### config.mk
export PLATFORM = sky130hd
export DESIGN_NAME = challenge_handshake_link_client
export DESIGN_NICKNAME = d
export VERILOG_FILES = /design/src/rtl/chlc_pkg.sv /design/src/rtl/challenge_handshake_link_client.sv /design/src/rtl/chlc_ctrl.sv /design/src/rtl/chlc_dp.sv
export SDC_FILE = /design/constraint.sdc
export NUM_CORES = 2
export LEC_CHECK = 0
export ABC_AREA = 1
export BUFFER_PORTS_ARGS = -buffer_cell sky130_fd_sc_hd__buf_2
export CAP_MARGIN = 10
export CORE_ASPECT_RATIO = 0.8
export CORE_MARGIN = 2
export CORE_UTILIZATION = 60
export CTS_CLUSTER_SIZE = 14
export DETAILED_ROUTE_END_ITERATION = 10
export GPL_TIMING_DRIVEN = 1
export PLACE_DENSITY_LB_ADDON = 0.05
export SETUP_SLACK_MARGIN = 0.15
export SYNTH_ARGS = -nofsm -noshare
export SYNTH_HDL_FRONTEND = slang
export SYNTH_SLANG_ARGS = --single-unit
### constraint.sdc
create_clock -name clk -period 13.85 [get_ports clk]
set_input_delay 2.77 -clock clk [delete_from_list [all_inputs] [get_ports clk]]
set_output_delay 2.77 -clock clk [all_outputs]
set_load 0.01 [all_outputs]
### src/rtl/chlc_pkg.sv
package chlc_pkg;

	localparam logic [2:0] OP_CONNECT = 3'd0;
	localparam logic [2:0] OP_DISCONNECT = 3'd1;
	localparam logic [2:0] OP_RX_CHALLENGE = 3'd2;
	localparam logic [2:0] OP_RX_REJECTED = 3'd3;
	localparam logic [2:0] OP_RX_DATA = 3'd4;
	localparam logic [2:0] OP_RX_DISCONNECT = 3'd5;
	localparam logic [2:0] OP_TICK = 3'd6;

	localparam logic [2:0] MODE_DISCONNECTED = 3'd0;
	localparam logic [2:0] MODE_REQUESTING = 3'd1;
	localparam logic [2:0] MODE_RESPONDING = 3'd2;
	localparam logic [2:0] MODE_CONNECTED = 3'd3;
	localparam logic [2:0] MODE_DISCONNECTING = 3'd4;

	localparam logic [1:0] KIND_REQUEST = 2'd0;
	localparam logic [1:0] KIND_RESPONSE = 2'd1;
	localparam logic [1:0] KIND_DATA = 2'd2;
	localparam logic [1:0] KIND_DISCONNECT = 2'd3;

	localparam logic REG_SEND_INTERVAL = 1'b0;
	localparam logic REG_KEY_SEED = 1'b1;

	localparam logic [15:0] SEND_INTERVAL_RESET = 16'd200;
	localparam logic [7:0] FAREWELL_TRIES = 8'd10;

	localparam logic [63:0] KEY_GAMMA = 64'h9e3779b97f4a7c15;
	localparam logic [63:0] KEY_MIX1 = 64'hbf58476d1ce4e5b9;
	localparam logic [63:0] KEY_MIX2 = 64'h94d049bb133111eb;

	// three 32x32 partial products per 64-bit multiply, two multiplies per key
	localparam logic [2:0] MUL_STEP_LAST = 3'd5;

	typedef struct packed {
		logic [2:0] op;
		logic [63:0] rx_challenge;
		logic [31:0] rx_sequence;
	} chlc_in_t;

	typedef struct packed {
		logic tx_valid;
		logic [1:0] tx_kind;
		logic [63:0] tx_word;
		logic [31:0] tx_seq;
		logic [31:0] tx_ack_number;
		logic [31:0] tx_elapsed;
		logic [2:0] link_status;
	} chlc_out_t;

	typedef struct packed {
		logic load_item;
		logic exec;
		logic mul_en;
		logic [2:0] mul_step;
		logic out_load;
	} chlc_cmd_t;

	typedef struct packed {
		logic need_key;
	} chlc_sts_t;

endpackage

### src/rtl/challenge_handshake_link_client.sv
// an accepted item is registered, then executed into a pending result; a connect
// that draws a key then takes six steps of one shared 32x32 multiplier
// the pending result moves to the output register once that is free; a new item
// is then taken while the finished result waits in the output register
// reset: asynchronous, active low; link disconnected, interval 200, seed zero
module challenge_handshake_link_client (
	input logic clk,
	input logic arst_n,
	input logic in_valid,
	output logic in_ready,
	input chlc_pkg::chlc_in_t in_data,
	output logic out_valid,
	input logic out_ready,
	output chlc_pkg::chlc_out_t out_data,
	input logic cfg_we,
	input logic cfg_index,
	input logic [63:0] cfg_data
);
	import chlc_pkg::*;

	chlc_cmd_t cmd;
	chlc_sts_t sts;

	chlc_ctrl u_ctrl (
		.clk(clk),
		.arst_n(arst_n),
		.in_valid(in_valid),
		.in_ready(in_ready),
		.out_valid(out_valid),
		.out_ready(out_ready),
		.sts(sts),
		.cmd(cmd)
	);

	chlc_dp u_dp (
		.clk(clk),
		.arst_n(arst_n),
		.cmd(cmd),
		.sts(sts),
		.in_data(in_data),
		.cfg_we(cfg_we),
		.cfg_index(cfg_index),
		.cfg_data(cfg_data),
		.out_data(out_data)
	);

endmodule

### src/rtl/chlc_ctrl.sv
module chlc_ctrl (
	input logic clk,
	input logic arst_n,
	input logic in_valid,
	output logic in_ready,
	output logic out_valid,
	input logic out_ready,
	input chlc_pkg::chlc_sts_t sts,
	output chlc_pkg::chlc_cmd_t cmd
);
	import chlc_pkg::*;

	localparam logic [1:0] ST_IDLE = 2'd0;
	localparam logic [1:0] ST_EXEC = 2'd1;
	localparam logic [1:0] ST_MUL = 2'd2;
	localparam logic [1:0] ST_OUT = 2'd3;

	logic [1:0] state_q, state_nx;
	logic [2:0] step_q, step_nx;
	logic out_valid_q, out_valid_nx;
	logic slot_free;

	assign slot_free = !out_valid_q || out_ready;
	assign in_ready = (state_q == ST_IDLE);
	assign out_valid = out_valid_q;

	always_comb begin
		state_nx = state_q;
		step_nx = step_q;
		cmd = '0;
		cmd.mul_step = step_q;
		out_valid_nx = out_valid_q && !out_ready;
		unique case (state_q)
			ST_IDLE: begin
				if (in_valid) begin
					cmd.load_item = 1'b1;
					state_nx = ST_EXEC;
				end
			end
			ST_EXEC: begin
				cmd.exec = 1'b1;
				step_nx = '0;
				state_nx = sts.need_key ? ST_MUL : ST_OUT;
			end
			ST_MUL: begin
				cmd.mul_en = 1'b1;
				if (step_q == MUL_STEP_LAST) begin
					state_nx = ST_OUT;
				end else begin
					step_nx = step_q + 3'd1;
				end
			end
			ST_OUT: begin
				if (slot_free) begin
					cmd.out_load = 1'b1;
					out_valid_nx = 1'b1;
					state_nx = ST_IDLE;
				end
			end
			default: state_nx = ST_IDLE;
		endcase
	end

	always_ff @(posedge clk or negedge arst_n) begin
		if (!arst_n) begin
			state_q <= ST_IDLE;
			step_q <= '0;
			out_valid_q <= 1'b0;
		end else begin
			state_q <= state_nx;
			step_q <= step_nx;
			out_valid_q <= out_valid_nx;
		end
	end

	a_accept_to_exec: assert property (@(posedge clk) disable iff (!arst_n)
		in_valid && in_ready |=> state_q == ST_EXEC)
		else $error("accepted item did not enter exec");

	a_mul_done: assert property (@(posedge clk) disable iff (!arst_n)
		state_q == ST_MUL && step_q == MUL_STEP_LAST |=> state_q == ST_OUT)
		else $error("key multiply did not finish into output");

	a_out_loaded: assert property (@(posedge clk) disable iff (!arst_n)
		cmd.out_load |=> out_valid_q)
		else $error("result load lost");

	a_step_range: assert property (@(posedge clk) disable iff (!arst_n)
		step_q <= MUL_STEP_LAST)
		else $error("multiply step out of range");

	a_no_load_while_busy: assert property (@(posedge clk) disable iff (!arst_n)
		cmd.load_item |-> !cmd.exec && !cmd.mul_en && !cmd.out_load)
		else $error("item load overlaps other work");

endmodule

### src/rtl/chlc_dp.sv
module chlc_dp (
	input logic clk,
	input logic arst_n,
	input chlc_pkg::chlc_cmd_t cmd,
	output chlc_pkg::chlc_sts_t sts,
	input chlc_pkg::chlc_in_t in_data,
	input logic cfg_we,
	input logic cfg_index,
	input logic [63:0] cfg_data,
	output chlc_pkg::chlc_out_t out_data
);
	import chlc_pkg::*;

	// item held for processing
	logic [2:0] op_q;
	logic [63:0] chal_q;
	logic [31:0] rseq_q;

	// link state
	logic [2:0] mode_q, mode_nx;
	logic [15:0] interval_q;
	logic [63:0] rng_q, rng_nx;
	logic [63:0] key_q;
	logic [63:0] held_chal_q, held_chal_nx;
	logic [31:0] oseq_q, oseq_nx;
	logic [31:0] ack_q, ack_nx;
	logic [7:0] fare_q, fare_nx;
	logic [31:0] tss_q, tss_nx, tss_inc;
	logic [31:0] tsr_q, tsr_nx, tsr_inc;

	// key generation
	logic [63:0] z_q;
	logic [63:0] acc_q, acc_nx;
	logic round;
	logic [2:0] phase;
	logic [63:0] mconst;
	logic [31:0] ma, mb;
	logic [63:0] prod;

	chlc_out_t res, pend_q, out_q;
	logic is_rx;

	assign sts.need_key = (op_q == OP_CONNECT) && (mode_q == MODE_DISCONNECTED);
	assign rng_nx = rng_q + KEY_GAMMA;
	assign tss_inc = (&tss_q) ? tss_q : tss_q + 32'd1;
	assign tsr_inc = (&tsr_q) ? tsr_q : tsr_q + 32'd1;
	assign is_rx = (op_q == OP_RX_CHALLENGE) || (op_q == OP_RX_REJECTED) ||
		(op_q == OP_RX_DATA) || (op_q == OP_RX_DISCONNECT);

	always_comb begin
		mode_nx = mode_q;
		held_chal_nx = held_chal_q;
		oseq_nx = oseq_q;
		ack_nx = ack_q;
		fare_nx = fare_q;
		tss_nx = tss_q;
		tsr_nx = tsr_q;
		res = '0;
		if (op_q == OP_CONNECT) begin
			if (mode_q == MODE_DISCONNECTED) begin
				mode_nx = MODE_REQUESTING;
			end
		end else if (op_q == OP_DISCONNECT) begin
			if (mode_q != MODE_DISCONNECTED) begin
				mode_nx = MODE_DISCONNECTING;
				fare_nx = '0;
			end
		end else if (is_rx) begin
			if (mode_q != MODE_DISCONNECTED) begin
				tsr_nx = '0;
				case (op_q)
					OP_RX_CHALLENGE: begin
						if (mode_q == MODE_REQUESTING) begin
							mode_nx = MODE_RESPONDING;
							held_chal_nx = chal_q;
						end
					end
					OP_RX_REJECTED: begin
						if (mode_q == MODE_REQUESTING || mode_q == MODE_RESPONDING) begin
							mode_nx = MODE_DISCONNECTED;
						end
					end
					OP_RX_DATA: begin
						if (mode_q == MODE_RESPONDING || mode_q == MODE_CONNECTED) begin
							mode_nx = MODE_CONNECTED;
							ack_nx = rseq_q;
						end
					end
					default: begin
						if (mode_q == MODE_CONNECTED) begin
							mode_nx = MODE_DISCONNECTED;
						end
					end
				endcase
			end
		end else if (op_q == OP_TICK) begin
			tss_nx = tss_inc;
			tsr_nx = tsr_inc;
			// an interval of zero acts as one, since the bumped count is never zero
			if (mode_q != MODE_DISCONNECTED && tss_inc >= {16'd0, interval_q}) begin
				tss_nx = '0;
				case (mode_q)
					MODE_REQUESTING: begin
						res.tx_valid = 1'b1;
						res.tx_kind = KIND_REQUEST;
						res.tx_word = key_q;
					end
					MODE_RESPONDING: begin
						res.tx_valid = 1'b1;
						res.tx_kind = KIND_RESPONSE;
						res.tx_word = key_q ^ held_chal_q;
					end
					MODE_CONNECTED: begin
						res.tx_valid = 1'b1;
						res.tx_kind = KIND_DATA;
						res.tx_seq = oseq_q;
						res.tx_ack_number = ack_q;
						res.tx_elapsed = tsr_inc;
						oseq_nx = oseq_q + 32'd1;
					end
					default: begin
						if (fare_q >= FAREWELL_TRIES) begin
							// farewells used up: go idle, send counter keeps its count
							mode_nx = MODE_DISCONNECTED;
							tss_nx = tss_inc;
						end else begin
							res.tx_valid = 1'b1;
							res.tx_kind = KIND_DISCONNECT;
							fare_nx = fare_q + 8'd1;
						end
					end
				endcase
			end
		end
		res.link_status = mode_nx;
	end

	// one shared 32x32 multiplier; 64-bit product mod 2^64 from three partials
	assign round = (cmd.mul_step >= 3'd3);
	assign phase = round ? cmd.mul_step - 3'd3 : cmd.mul_step;
	assign mconst = round ? KEY_MIX2 : KEY_MIX1;

	always_comb begin
		ma = z_q[31:0];
		mb = mconst[31:0];
		if (phase == 3'd1) begin
			mb = mconst[63:32];
		end else if (phase == 3'd2) begin
			ma = z_q[63:32];
		end
	end

	assign prod = {32'd0, ma} * {32'd0, mb};

	always_comb begin
		if (phase == 3'd0) begin
			acc_nx = prod;
		end else begin
			acc_nx = {acc_q[63:32] + prod[31:0], acc_q[31:0]};
		end
	end

	always_ff @(posedge clk) begin
		if (cmd.load_item) begin
			op_q <= in_data.op;
			chal_q <= in_data.rx_challenge;
			rseq_q <= in_data.rx_sequence;
		end
		if (cmd.exec) begin
			pend_q <= res;
			if (sts.need_key) begin
				z_q <= rng_nx ^ (rng_nx >> 30);
			end
		end
		if (cmd.mul_en) begin
			acc_q <= acc_nx;
			if (phase == 3'd2 && !round) begin
				z_q <= acc_nx ^ (acc_nx >> 27);
			end
		end
		if (cmd.out_load) begin
			out_q <= pend_q;
		end
	end

	always_ff @(posedge clk or negedge arst_n) begin
		if (!arst_n) begin
			mode_q <= MODE_DISCONNECTED;
			interval_q <= SEND_INTERVAL_RESET;
			rng_q <= '0;
			key_q <= '0;
			held_chal_q <= '0;
			oseq_q <= '0;
			ack_q <= '0;
			fare_q <= '0;
			tss_q <= '1;
			tsr_q <= '0;
		end else begin
			if (cmd.exec) begin
				mode_q <= mode_nx;
				held_chal_q <= held_chal_nx;
				oseq_q <= oseq_nx;
				ack_q <= ack_nx;
				fare_q <= fare_nx;
				tss_q <= tss_nx;
				tsr_q <= tsr_nx;
				if (sts.need_key) begin
					rng_q <= rng_nx;
				end
			end
			if (cmd.mul_en && phase == 3'd2 && round) begin
				key_q <= acc_nx ^ (acc_nx >> 31);
			end
			if (cfg_we) begin
				unique case (cfg_index)
					REG_SEND_INTERVAL: interval_q <= cfg_data[15:0];
					REG_KEY_SEED: rng_q <= cfg_data;
					default: ;
				endcase
			end
		end
	end

	assign out_data = out_q;

endmodule

==> impl_metrics.toml <==
[floorplan]
die_h_um = 317
initial_utilization_pct = 60.8
top_level_ports = 337
core_area_sq_um = 121000
die_area_sq_um = 126000
placementRows = 114
die_x_um = 396

[worst_setup_path]
criticalPathCategory = "reg -> reg"
critPathSlowestCell = "nor2_1"
cp_max_fo = 42
cp_common_cell = "inv_1"
arrival_ns = 13.78
critPathMaxStageDelay_ns = 0.83
crit_path_end_kind = "register"
crit_required_ns = 14.44
start_kind = "register"

[finish]
final_util_pct = 66.1
final_cells = 10225
nNetsFinal = 9913
syn_to_final_growth_pct = 8.74
drive_gt1_share_pct = 8.88

[logic_synthesis]
synth-xor-area-share_pct = 2.26
syn_avg_cell_area_sq_um = 8.96
yosys.area.top_type = "fa_1"
syn-cell-area_sq_um = 73700
synth-simple-area-share_pct = 16.6
post_synth_num_cell_types = 62
yosys_warnings = 0
synthArstFlopShare_pct = 38.7
yosysTopAreaCellShare_pct = 22.5
netlist_instances = 8219
yosysSeqAreaShare_pct = 34.0
synth_flop_cell = "edfxtp_1"
synthTopCellsByArea = "fa_1 (23%), edfxtp_1 (20%), dfrtp_1 (11%)"
synth_fp_nets = 9610
synth-compound-area-share_pct = 7.39
synth-seq-cells = 912
synth_top_family_by_area = "adder cells"
synth_mux_area_share_pct = 0.749
synth_edf_count = 495
synth_adder_area_share_pct = 29.2

[cts]
postCtsResizedCells = 0
clockRootBuffer = "clkbuf_16"
cts.sink_count = 912
clock_path_buffers = 3
cts_tree = "yes"
clk_pin_slew_worst_paths_ns = 0.07
cts_hold_buffers = 0
numCtsBuffers = 84
clk_latency_ns = 0.71
cts_setup_buffers = 0
ctsHtreeMaxLevel = 3

[detailed_routing]
drcViolationCount = 0
drt-total-wl_mm = 273
ant_nets = 0
vias = 61558
first_pass_iters = 6
vias_per_cell = 6.02
drt_iter0_drc = 9011
post_drt_wl_per_cell_um = 26.7

[timing]
grt_setup_unrepaired = "false"
finClkSkew_ns = 0.0585
finalCriticalPeriod_ns = 13.19
tightest_slew_ns = 1.30
timing_hold_violations_final = 0
setup_viol = 0
timing.setup.tns_ns = 0
relSlewSlack_pct = 12.8
clock.fmax_mhz = 75.8
fin_ws_ns = 0.660
period_share_pct = 95.2
slew_viol_final = 0

[placement]
place.gp.congestion = 1.09
dp_hpwl_mm = 223
portBuffers = 336
place_ws_ns = 1.17
dp_cells = 10060

[grt]
grt_util_all_layers_pct = 43.6
antenna_found_initial = 17
grt_pass1_wl_mm = 396
grt_max_degree = 167
grt.overflow.total = 0
grt_pass1_vias = 59457

[worst_hold_path]
hp-class = "reg -> reg"

[job]
max-cap-violations = 0

[status]
outcome = "complete, no violations"
==> synth_stat cells (7+ instances only) <==
cell,instances
inv_1,1649
nand2_1,1238
nor2_1,1122
fa_1,828
edfxtp_1,495
ha_1,394
nand3_1,359
o21ai_0,359
a21oi_1,332
dfrtp_1,318
clkbuf_1,140
xor2_1,139
nor3_1,84
buf_2,64
dfxtp_1,64
o21ai_1,63
xnor2_1,51
mux2_2,49
or2_2,47
nand4_1,45
o22ai_1,36
dfstp_2,35
a31oi_1,34
a32oi_1,34
nor4_1,31
a21o_1,23
o211ai_1,23
inv_2,19
nand3b_1,15
o21bai_1,12
o21a_1,11
a22oi_1,10
nor2_2,10
buf_4,7
nand2_2,7
==> cells by family (layout without fill, tap and decap cells) <==
logic type	after synthesis	after routing
adder cells (fa/ha/maj)	1222	1222
AO/OA/AOI/OAI	976	976
flip-flops	912	912
multiplexers	49	49
other	0	8
XOR/XNOR	190	190
AND/OR/NAND/NOR	2977	2977
buffers and inverters	1893	2267
==> critical path: cells and delay by family (launching register included) <==
kind	cells	cell delay (ns)
AND/OR/NAND/NOR	11	3.40
flip-flops	1	0.46
adder cells (fa/ha/maj)	12	4.92
XOR/XNOR	2	0.54
AO/OA/AOI/OAI	8	2.39
buffers and inverters	10	1.32
==> final cells by class <==
class,instances,area [sq um]
sequential,912,25000
timing repair buffer,438,2510
multi-input combinational,5414,41500
tap,1624,2030
antenna,8,20.0
clock inverter,29,384
inverter,1672,6280
clock buffer,128,2350
fill,9830,41100
==> state kept, by name (all words and copies together), names as in the netlist <==
register,cells
u_ctrl.out_valid,1
u_ctrl.state_q,2
u_ctrl.step_q,3
u_dp.acc_q,64
u_dp.ack_q,32
u_dp.chal_q,64
u_dp.fare_q,8
u_dp.held_chal_q,64
u_dp.interval_q,16
u_dp.key_q,64
u_dp.mode_q,3
u_dp.op_q,3
u_dp.oseq_q,32
u_dp.out_data,166
u_dp.pend_q,166
u_dp.rng_q,64
u_dp.rseq_q,32
u_dp.tsr_q,32
u_dp.tss_q,32
u_dp.z_q,64
==> layout by cell type (no fill, tap or decap), types with 23 or more instances in the layout <==
cell	count
a21oi_1	332
nor4_1	31
inv_1	1647
dfrtp_1	318
xnor2_1	51
or2_2	47
nor3_1	83
dfxtp_1	64
buf_4	96
nand4_1	45
o21ai_0	356
nor2_1	1116
clkbuf_16	84
edfxtp_1	495
mux2_2	49
ha_1	391
a31oi_1	34
nand2_1	1235
a21o_1	23
a32oi_1	34
o21ai_1	60
clkbuf_1	36
fa_1	828
buf_2	335
o22ai_1	36
nand3_1	359
xor2_1	139
dfstp_2	35
o211ai_1	23
==> stage by stage <==
stage	hold WS, ns	instance area [sq um]
after floorplan	0.400	73700
after global placement	0.400	77300
after detailed placement	0.405	77300
after CTS	0.393	80100
after global routing	0.406	80100
final	0.394	80100
==> path summary, 6_finish.rpt <==
path / startpoint / end / slack [ns] / cells past startpoint
min in group asynchronous: arst_n / u_dp.tsr_q[19]$_DFFE_PN0P_ / 2.02 / 1
min reg2reg: u_dp.pend_q[13]$_SDFFCE_PP0P_ / u_dp.out_data[13]$_DFFE_PP_ / 0.39 / 0
max: u_ctrl.step_q[0]$_DFFE_PN0P_ / u_dp.key_q[20]$_DFFE_PN0P_ / 0.66 / 43
max in group asynchronous: arst_n / u_dp.ack_q[2]$_DFFE_PN0P_ / 10.17 / 2
min: u_dp.pend_q[13]$_SDFFCE_PP0P_ / u_dp.out_data[13]$_DFFE_PP_ / 0.39 / 0
max reg2reg: u_ctrl.step_q[0]$_DFFE_PN0P_ / u_dp.key_q[20]$_DFFE_PN0P_ / 0.66 / 43
==> layer usage <==
metal	vias to the layer above	GRT usage [%]	part of all wire, %
met5	-	0.149	0.031
met4	12	13.2	3.7
met3	604	19.2	16
met2	4401	58.1	39
met1	30143	63.8	41
li1	26398	-	-
Power is left out: the tool's default activity adds up to more than one toggle a clock period on the data nets, which glitch-free logic cannot reach.
